$ cat config.mk
export PLATFORM = sky130hd
export DESIGN_NAME = terminal_bytes_to_key_taps
export DESIGN_NICKNAME = d
export VERILOG_FILES = /design/src/sv/tbkt_pkg.sv /design/src/sv/tbkt_decode.sv /design/src/sv/tbkt_tap_queue.sv /design/src/sv/terminal_bytes_to_key_taps.sv
export SDC_FILE = /design/constraint.sdc
export NUM_CORES = 1
export LEC_CHECK = 0
export ABC_AREA = 1
export BUFFER_PORTS_ARGS = -buffer_cell sky130_fd_sc_hd__buf_2
export CORE_ASPECT_RATIO = 1.5
export CORE_MARGIN = 5
export CORE_UTILIZATION = 60
export CTS_BUF_LIST = sky130_fd_sc_hd__clkbuf_8
export DETAILED_ROUTE_END_ITERATION = 10
export GPL_TIMING_DRIVEN = 0
export PLACE_DENSITY = 0.83
export SYNTH_ARGS = -nofsm -noshare
export SYNTH_HDL_FRONTEND = slang
export SYNTH_SLANG_ARGS = --single-unit
$ cat constraint.sdc
create_clock -name clk_i -period 7.84 [get_ports clk_i]
set_input_delay 1.176 -clock clk_i [delete_from_list [all_inputs] [get_ports clk_i]]
set_output_delay 1.176 -clock clk_i [all_outputs]
set_load 0.02 [all_outputs]
$ cat src/sv/tbkt_pkg.sv
// Package for the terminal byte to key tap translator.
// Tap and tap list types, keysym and character constants, and the single byte key map.
// No dependencies.
`default_nettype none

package tbkt_pkg;

  localparam int unsigned MaxTaps = 4;

  localparam logic [15:0] KS_BACKSPACE = 16'hff08;
  localparam logic [15:0] KS_TAB       = 16'hff09;
  localparam logic [15:0] KS_RETURN    = 16'hff0d;
  localparam logic [15:0] KS_ESCAPE    = 16'hff1b;
  localparam logic [15:0] KS_HOME      = 16'hff50;
  localparam logic [15:0] KS_LEFT      = 16'hff51;
  localparam logic [15:0] KS_UP        = 16'hff52;
  localparam logic [15:0] KS_RIGHT     = 16'hff53;
  localparam logic [15:0] KS_DOWN      = 16'hff54;
  localparam logic [15:0] KS_END       = 16'hff57;
  localparam logic [15:0] KS_DELETE    = 16'hffff;

  localparam logic [7:0] CH_ESC      = 8'h1b;
  localparam logic [7:0] CH_DEL      = 8'h7f;
  localparam logic [7:0] CH_LBRACKET = 8'h5b;
  localparam logic [7:0] CH_THREE    = 8'h33;
  localparam logic [7:0] CH_TILDE    = 8'h7e;
  localparam logic [7:0] CH_SPACE    = 8'h20;
  localparam logic [7:0] CH_UP       = 8'h41;
  localparam logic [7:0] CH_DOWN     = 8'h42;
  localparam logic [7:0] CH_RIGHT    = 8'h43;
  localparam logic [7:0] CH_LEFT     = 8'h44;
  localparam logic [7:0] CH_END      = 8'h46;
  localparam logic [7:0] CH_HOME     = 8'h48;

  // Pending escape prefix
  typedef enum logic [3:0] {
    P_NONE  = 4'b0001,
    P_ESC   = 4'b0010,
    P_BRKT  = 4'b0100,
    P_THREE = 4'b1000
  } prefix_e;

  typedef struct packed {
    logic [15:0] sym;
    logic        shift;
    logic        ctrl;
  } tap_t;

  typedef struct packed {
    logic        vld;
    tap_t        tap;
  } key_t;

  typedef struct packed {
    tap_t [MaxTaps-1:0] taps;
    logic [2:0]         count;
  } tap_list_t;

  // Number of taps a pending prefix flushes to
  function automatic logic [1:0] flush_len(input prefix_e pre);
    logic [1:0] len;
    case (pre)
      P_ESC:   len = 2'd1;
      P_BRKT:  len = 2'd2;
      P_THREE: len = 2'd3;
      default: len = 2'd0;
    endcase
    return len;
  endfunction

  function automatic tap_t flush_tap(input logic [1:0] pos);
    tap_t t;
    case (pos)
      2'd0:    t = '{sym: KS_ESCAPE, shift: 1'b0, ctrl: 1'b0};
      2'd1:    t = '{sym: {8'h00, CH_LBRACKET}, shift: 1'b0, ctrl: 1'b0};
      default: t = '{sym: {8'h00, CH_THREE}, shift: 1'b0, ctrl: 1'b0};
    endcase
    return t;
  endfunction

  // Base key of a shifted US layout symbol; zero when not a shifted symbol
  function automatic logic [7:0] shifted_base(input logic [7:0] b);
    logic [7:0] base;
    case (b)
      8'h21:   base = 8'h31;
      8'h40:   base = 8'h32;
      8'h23:   base = 8'h33;
      8'h24:   base = 8'h34;
      8'h25:   base = 8'h35;
      8'h5e:   base = 8'h36;
      8'h26:   base = 8'h37;
      8'h2a:   base = 8'h38;
      8'h28:   base = 8'h39;
      8'h29:   base = 8'h30;
      8'h5f:   base = 8'h2d;
      8'h2b:   base = 8'h3d;
      8'h7b:   base = 8'h5b;
      8'h7d:   base = 8'h5d;
      8'h7c:   base = 8'h5c;
      8'h3a:   base = 8'h3b;
      8'h22:   base = 8'h27;
      8'h7e:   base = 8'h60;
      8'h3c:   base = 8'h2c;
      8'h3e:   base = 8'h2e;
      8'h3f:   base = 8'h2f;
      default: base = 8'h00;
    endcase
    return base;
  endfunction

  function automatic key_t plain_key(input logic [7:0] b);
    key_t       k;
    logic [7:0] base;
    k    = '0;
    base = shifted_base(b);
    if (b == 8'h0a || b == 8'h0d) begin
      k = '{vld: 1'b1, tap: '{sym: KS_RETURN, shift: 1'b0, ctrl: 1'b0}};
    end else if (b == 8'h09) begin
      k = '{vld: 1'b1, tap: '{sym: KS_TAB, shift: 1'b0, ctrl: 1'b0}};
    end else if (b == 8'h08 || b == CH_DEL) begin
      k = '{vld: 1'b1, tap: '{sym: KS_BACKSPACE, shift: 1'b0, ctrl: 1'b0}};
    end else if (b >= 8'h01 && b <= 8'h1a) begin
      k = '{vld: 1'b1, tap: '{sym: {8'h00, b + 8'h60}, shift: 1'b0, ctrl: 1'b1}};
    end else if (b >= 8'h41 && b <= 8'h5a) begin
      k = '{vld: 1'b1, tap: '{sym: {8'h00, b + 8'h20}, shift: 1'b1, ctrl: 1'b0}};
    end else if (base != 8'h00) begin
      k = '{vld: 1'b1, tap: '{sym: {8'h00, base}, shift: 1'b1, ctrl: 1'b0}};
    end else if (b >= CH_SPACE && b <= CH_TILDE) begin
      k = '{vld: 1'b1, tap: '{sym: {8'h00, b}, shift: 1'b0, ctrl: 1'b0}};
    end
    return k;
  endfunction

endpackage

`default_nettype wire

$ cat src/sv/tbkt_decode.sv
// Escape prefix decoder: builds the full tap list for one byte from the pending prefix.
// Purely combinational. Depends on tbkt_pkg.
`default_nettype none

module tbkt_decode (
  input  wire logic [7:0]          data_byte_i,
  input  wire logic                end_of_record_i,
  input  wire tbkt_pkg::prefix_e   prefix_i,
  output tbkt_pkg::prefix_e        prefix_o,
  output tbkt_pkg::tap_list_t      list_o
);

  tbkt_pkg::key_t      plain_c;
  tbkt_pkg::tap_list_t list_c;
  tbkt_pkg::prefix_e   pre_nx_c;
  tbkt_pkg::prefix_e   flush_c;
  tbkt_pkg::tap_t      direct_tap_c;
  logic                direct_vld_c;
  logic                fresh_c;
  logic [1:0]          flen_c;
  logic [1:0]          elen_c;

  assign plain_c = tbkt_pkg::plain_key(data_byte_i);

  always_comb begin
    list_c       = '0;
    pre_nx_c     = tbkt_pkg::P_NONE;
    flush_c      = tbkt_pkg::P_NONE;
    fresh_c      = 1'b0;
    direct_vld_c = 1'b0;
    direct_tap_c = '0;

    case (prefix_i)
      tbkt_pkg::P_ESC: begin
        if (data_byte_i == tbkt_pkg::CH_LBRACKET) begin
          pre_nx_c = tbkt_pkg::P_BRKT;
        end else begin
          flush_c = tbkt_pkg::P_ESC;
          fresh_c = 1'b1;
        end
      end
      tbkt_pkg::P_BRKT: begin
        direct_vld_c = 1'b1;
        case (data_byte_i)
          tbkt_pkg::CH_UP:    direct_tap_c.sym = tbkt_pkg::KS_UP;
          tbkt_pkg::CH_DOWN:  direct_tap_c.sym = tbkt_pkg::KS_DOWN;
          tbkt_pkg::CH_RIGHT: direct_tap_c.sym = tbkt_pkg::KS_RIGHT;
          tbkt_pkg::CH_LEFT:  direct_tap_c.sym = tbkt_pkg::KS_LEFT;
          tbkt_pkg::CH_HOME:  direct_tap_c.sym = tbkt_pkg::KS_HOME;
          tbkt_pkg::CH_END:   direct_tap_c.sym = tbkt_pkg::KS_END;
          default: begin
            direct_vld_c = 1'b0;
            if (data_byte_i == tbkt_pkg::CH_THREE) begin
              pre_nx_c = tbkt_pkg::P_THREE;
            end else begin
              flush_c = tbkt_pkg::P_BRKT;
              fresh_c = 1'b1;
            end
          end
        endcase
      end
      tbkt_pkg::P_THREE: begin
        if (data_byte_i == tbkt_pkg::CH_TILDE) begin
          direct_vld_c     = 1'b1;
          direct_tap_c.sym = tbkt_pkg::KS_DELETE;
        end else begin
          flush_c = tbkt_pkg::P_THREE;
          fresh_c = 1'b1;
        end
      end
      default: fresh_c = 1'b1;
    endcase

    if (direct_vld_c) begin
      list_c.taps[0] = direct_tap_c;
      list_c.count   = 3'd1;
    end

    // broken prefix: Escape then the bytes after it
    flen_c = tbkt_pkg::flush_len(flush_c);
    for (int j = 0; j < 3; j++) begin
      if (2'(j) < flen_c && list_c.count < 3'(tbkt_pkg::MaxTaps)) begin
        list_c.taps[list_c.count[1:0]] = tbkt_pkg::flush_tap(2'(j));
        list_c.count                   = list_c.count + 3'd1;
      end
    end

    if (fresh_c) begin
      if (data_byte_i == tbkt_pkg::CH_ESC) begin
        pre_nx_c = tbkt_pkg::P_ESC;
      end else if (plain_c.vld && list_c.count < 3'(tbkt_pkg::MaxTaps)) begin
        list_c.taps[list_c.count[1:0]] = plain_c.tap;
        list_c.count                   = list_c.count + 3'd1;
      end
    end

    // end of record flushes whatever is still pending
    elen_c = end_of_record_i ? tbkt_pkg::flush_len(pre_nx_c) : 2'd0;
    for (int j = 0; j < 3; j++) begin
      if (2'(j) < elen_c && list_c.count < 3'(tbkt_pkg::MaxTaps)) begin
        list_c.taps[list_c.count[1:0]] = tbkt_pkg::flush_tap(2'(j));
        list_c.count                   = list_c.count + 3'd1;
      end
    end
    if (end_of_record_i) begin
      pre_nx_c = tbkt_pkg::P_NONE;
    end
  end

  assign prefix_o = pre_nx_c;
  assign list_o   = list_c;

endmodule

`default_nettype wire

$ cat src/sv/tbkt_tap_queue.sv
// Result register for one tap list, sent out one tap per transfer.
// Flags the final tap of the list. Depends on tbkt_pkg.
`default_nettype none

module tbkt_tap_queue (
  input  wire logic                clk_i,
  input  wire logic                rst_ni,
  input  wire logic                load_i,
  input  wire tbkt_pkg::tap_list_t list_i,
  output logic                     free_o,
  output logic                     out_valid_o,
  input  wire logic                out_stall_i,
  output logic [15:0]              key_symbol_o,
  output logic                     with_shift_o,
  output logic                     with_control_o,
  output logic                     last_of_run_o
);

  tbkt_pkg::tap_t [tbkt_pkg::MaxTaps-1:0] taps_q;
  logic       valid_q, valid_d;
  logic [1:0] idx_q, idx_d;
  logic [1:0] last_q;
  logic       fire;
  logic       at_last;
  tbkt_pkg::tap_t cur;

  assign cur     = taps_q[idx_q];
  assign at_last = (idx_q == last_q);
  assign fire    = valid_q && !out_stall_i;
  assign free_o  = !valid_q || (fire && at_last);

  always_comb begin
    valid_d = valid_q;
    idx_d   = idx_q;
    if (load_i) begin
      valid_d = 1'b1;
      idx_d   = 2'd0;
    end else if (fire) begin
      if (at_last) begin
        valid_d = 1'b0;
      end else begin
        idx_d = idx_q + 2'd1;
      end
    end
  end

  always_ff @(posedge clk_i or negedge rst_ni) begin
    if (!rst_ni) begin
      valid_q <= 1'b0;
      idx_q   <= 2'd0;
    end else begin
      valid_q <= valid_d;
      idx_q   <= idx_d;
    end
  end

  always_ff @(posedge clk_i) begin
    if (load_i) begin
      taps_q <= list_i.taps;
      last_q <= 2'(list_i.count - 3'd1);
    end
  end

  assign out_valid_o    = valid_q;
  assign key_symbol_o   = cur.sym;
  assign with_shift_o   = cur.shift;
  assign with_control_o = cur.ctrl;
  assign last_of_run_o  = at_last;

endmodule

`default_nettype wire

$ cat src/sv/terminal_bytes_to_key_taps.sv
// Terminal byte to key tap translator, top level. A byte passes the input register and
// the result register before its first tap is valid. One byte per cycle if each gives
// at most one tap and the receiver does not stall; a list of up to four taps leaves one
// per transfer. Reset (asynchronous, active low) empties the input and result registers and
// clears the pending escape prefix. Depends on tbkt_pkg, tbkt_decode and tbkt_tap_queue.
`default_nettype none

module terminal_bytes_to_key_taps (
  input  wire logic        clk_i,
  input  wire logic        rst_ni,
  input  wire logic        in_valid_i,
  output logic             in_stall_o,
  input  wire logic [7:0]  data_byte_i,
  input  wire logic        end_of_record_i,
  output logic             out_valid_o,
  input  wire logic        out_stall_i,
  output logic [15:0]      key_symbol_o,
  output logic             with_shift_o,
  output logic             with_control_o,
  output logic             last_of_run_o
);

  logic                in_valid_q, in_valid_d;
  logic [7:0]          byte_q;
  logic                eor_q;
  tbkt_pkg::prefix_e   prefix_q, prefix_d;
  tbkt_pkg::prefix_e   prefix_nx;
  tbkt_pkg::tap_list_t list;
  logic                free;
  logic                move;
  logic                load;
  logic                accept;

  tbkt_decode u_decode (
    .data_byte_i     (byte_q),
    .end_of_record_i (eor_q),
    .prefix_i        (prefix_q),
    .prefix_o        (prefix_nx),
    .list_o          (list)
  );

  assign move   = in_valid_q && ((list.count == 3'd0) || free);
  assign load   = move && (list.count != 3'd0);
  assign in_stall_o = in_valid_q && !move;
  assign accept = in_valid_i && !in_stall_o;

  assign in_valid_d = accept ? 1'b1 : (move ? 1'b0 : in_valid_q);
  assign prefix_d   = move ? prefix_nx : prefix_q;

  always_ff @(posedge clk_i or negedge rst_ni) begin
    if (!rst_ni) begin
      in_valid_q <= 1'b0;
      prefix_q   <= tbkt_pkg::P_NONE;
    end else begin
      in_valid_q <= in_valid_d;
      prefix_q   <= prefix_d;
    end
  end

  always_ff @(posedge clk_i) begin
    if (accept) begin
      byte_q <= data_byte_i;
      eor_q  <= end_of_record_i;
    end
  end

  tbkt_tap_queue u_queue (
    .clk_i          (clk_i),
    .rst_ni         (rst_ni),
    .load_i         (load),
    .list_i         (list),
    .free_o         (free),
    .out_valid_o    (out_valid_o),
    .out_stall_i    (out_stall_i),
    .key_symbol_o   (key_symbol_o),
    .with_shift_o   (with_shift_o),
    .with_control_o (with_control_o),
    .last_of_run_o  (last_of_run_o)
  );

endmodule

`default_nettype wire

==> results.cfg <==
[cells_and_area]
insertedDiodeCount = 0
area_delta_synth_final_pct = 11.5
layout-drive-gt1-share_pct = 21.7
multi_input_area_um2 = 2620
final_util_pct = 68.2
final_cells = 788
seq_area_um2 = 1850
fillers = 671
final_area_um2 = 5430
final_net_count = 712

[worst_setup_path]
path_max_fanout = 10
critPathTopFamily = simple AND/OR/NAND/NOR gates
cp.required_ns = 6.66
cp-end-kind = output port
critical_path_class = reg -> out
startpoint_type = flip-flop
slowest_stage = fa_2
path_buf_inv = 10
arrival_ns = 6.24
slowest_delay_ns = 0.61

[placement]
portBuffers = 33
dp_cells = 767
dpl_cell_area_um2 = 5170
place_congestion = 0.959
hpwl_mm = 11.0

[clock_network]
clock_path_buffers = 2
h-tree-depth = 3
clock_sinks = 63
clk_pin_slew_ns = 0.08
cts_tree = done
clk_latency_ns = 0.36
clockRootBuffer = clkbuf_8
cts_buffers = 9

[global_route]
grt_pass1_wl_mm = 22.6
overflow = 0
antenna_found_initial = 0
grt_max_degree = 47
grt_usage_pct = 28.6
grt_pass1_vias = 4530

[yosys]
syn_inst = 629
yosys_warnings = 0
netlist_area_um2 = 4870
ys_async_sr_fraction_pct = 12.7
synth-edff-count = 55
synthesis.nets = 663
ys.flop_type = edfxtp_1
avgSynthCellArea_um2 = 7.74
ys_seq_area_share_pct = 38.0
synthDistinctLibCells = 54
synth_seq_cells = 63

[die]
rows = 40
die-area_um2 = 10100
core_area_um2 = 7960
die_h_um = 120
start_util_pct = 61.2
die_width_um = 83.6
io-pin-count = 34

[power]
pwr_density_cell_nw_per_um2 = 260
switching_share_pct = 43.0
clkPwrFrac_pct = 19.9
intPower_uw = 805
power_switching_uw = 607
power.leakage_nw = 2.50
pwr-share-seq_pct = 34.0
worst_ir_drop_vdd_v = 0.000186
p_comb_share_pct = 46.1

[timing]
min_period_over_period_pct = 94.6
final.setup_skew_ns = 0.0152
fin_tns_setup_ns = 0
hold_viol = 0
worst_pin_slew_ns = 1.00
fmax_mhz = 135
maxSlewViolCount = 0
maxSlewHeadroom_pct = 32.9
fin_crit_ns = 7.42
setup_viol = 0
rsz0062_at_grt = no

[drt]
drtPass1Iterations = 7
wl_per_cell_um = 17.8
vias = 4688
drt_iter0_drc = 469
routed_wl_mm = 14.1
drc = 0
postRouteAntennaNets = 0
via_per_inst = 5.95

[worst_hold_path]
hold_path.class = reg -> reg

[run]
cap_violations = 0

[status]
status = finished, final reports clean
[metrics by stage]
step,setup WS (ns),hold slack (ns),power [mW]
5_1_grt,0.00733,0.530,1.50
3_3_place_gp,0.245,0.468,1.10
3_5_place_dp,0.365,0.487,1.12
6_report,0.423,0.504,1.41
4_1_cts,0.0463,0.504,1.40
2_1_floorplan,1.38,0.449,0.934
[worst reg2reg max path: cells and delay by family, from the launching register on]
kind	cells	cell delay, ns
fa+ha+maj	6	1.88
compound gates	1	0.11
buf+inv	9	1.53
flops	1	0.47
simple gates	19	2.43
[routing by layer]
metal	vias to the layer above	GRT usage (%)	wire (µm)
li1	2217	-	-
met2	211	53.8	7500
met4	0	16.8	791
met1	2192	29.0	4940
met3	68	4.98	817
met5	-	0	0
[layout by cell type, fill, tap and decap left out, types with 4 or more instances in the layout]
cell type,netlist,routed
a211oi_1,5,5
a21oi_1,16,16
buf_2,1,34
buf_4,7,12
clkbuf_1,8,8
clkbuf_8,0,10
dfrtp_1,7,7
edfxtp_1,55,55
ha_1,20,20
inv_1,63,65
inv_2,19,20
nand2_1,105,104
nand2_2,19,20
nand2_4,8,8
nand3_1,47,47
nand3_2,4,4
nand4_1,6,6
nor2_1,92,87
nor2_2,10,12
nor2_4,4,7
nor3_1,10,10
o21ai_0,57,57
o21ai_1,4,4
o22ai_1,12,12
[final cells by class]
class / count / area share [%]
buffer: 18 / 2.03
clock buffer: 10 / 2.54
clock inverter: 6 / 0.991
inverter: 86 / 5.99
multi-input combinational: 462 / 48.2
sequential: 63 / 34.1
tap: 105 / 2.42
timing repair buffer: 38 / 3.73
[state kept, by name (all words and copies together) (netlist names)]
register             cells
prefix_q                 4
byte_q                   8
in_valid_q               1
u_queue.idx_q            2
u_queue.taps_q          44
eor_q                    1
u_queue.last_q           2
u_queue.out_valid_o      1
[repair_timing]
action                     4_1_cts  5_1_grt
buffers inserted                 0        5
setup endpoints to repair        1        1
hold buffers                     0        0
gates resized for setup          1        9
[power by group through the flow]
stage	Sequential, mW	Clock [mW]	Combinational, mW
6_report	0.479	0.281	0.651
5_1_grt	0.486	0.300	0.712
3_5_place_dp	0.487	0	0.637
2_1_floorplan	0.482	0	0.453
4_1_cts	0.480	0.283	0.639
3_3_place_gp	0.486	0	0.618
[cells by family after synthesis]
| kind of cell | share of synthesized area (%) |
|---|---|
| AND/OR/NAND/NOR | 32.1 |
| adder cells (fa/ha/maj) | 5.55 |
| AO/OA/AOI/OAI | 14.5 |
| buffers and inverters | 8.94 |
| XOR/XNOR | 0.874 |
| flip-flops | 38.0 |
[Yosys cell counts (all sizes together), types with 2 or more instances]
master   count  area share [%]
a211oi       5            0.77
a21oi       18             2.2
a221oi       2            0.36
a31o         2            0.36
a31oi        3            0.39
buf         10             1.6
clkbuf       8            0.62
clkinv       3            0.23
dfrtp        7             3.6
edfxtp      55              34
ha          20             5.1
inv         83             6.4
nand2      132              12
nand3       54             6.7
nand3b       2            0.31
nand4        8             1.5
nor2       106             9.3
nor3        10             1.0
o2111ai      3            0.54
o211ai       3            0.46
o21ai       63             6.6
o22ai       12             1.5
o31ai        2            0.31
or2          3            0.39
xor2         4            0.87
[worst paths after layout]
| check | from | end | slack [ns] | cells past startpoint |
|---|---|---|---|---|
| hold / removal | prefix_q[0] | prefix_q[0] | 0.50 | 2 |
| setup / recovery | byte_q[1] | in_stall_o | 0.42 | 36 |
| min in group asynchronous | rst_ni | prefix_q[2] | 0.66 | 1 |
| setup reg to reg | byte_q[1] | u_queue.taps_q[0] | 0.98 | 35 |
| max in group asynchronous | rst_ni | prefix_q[0] | 6.93 | 1 |
| hold reg to reg | prefix_q[0] | prefix_q[0] | 0.50 | 2 |
Power figures use the tool's default switching activity.
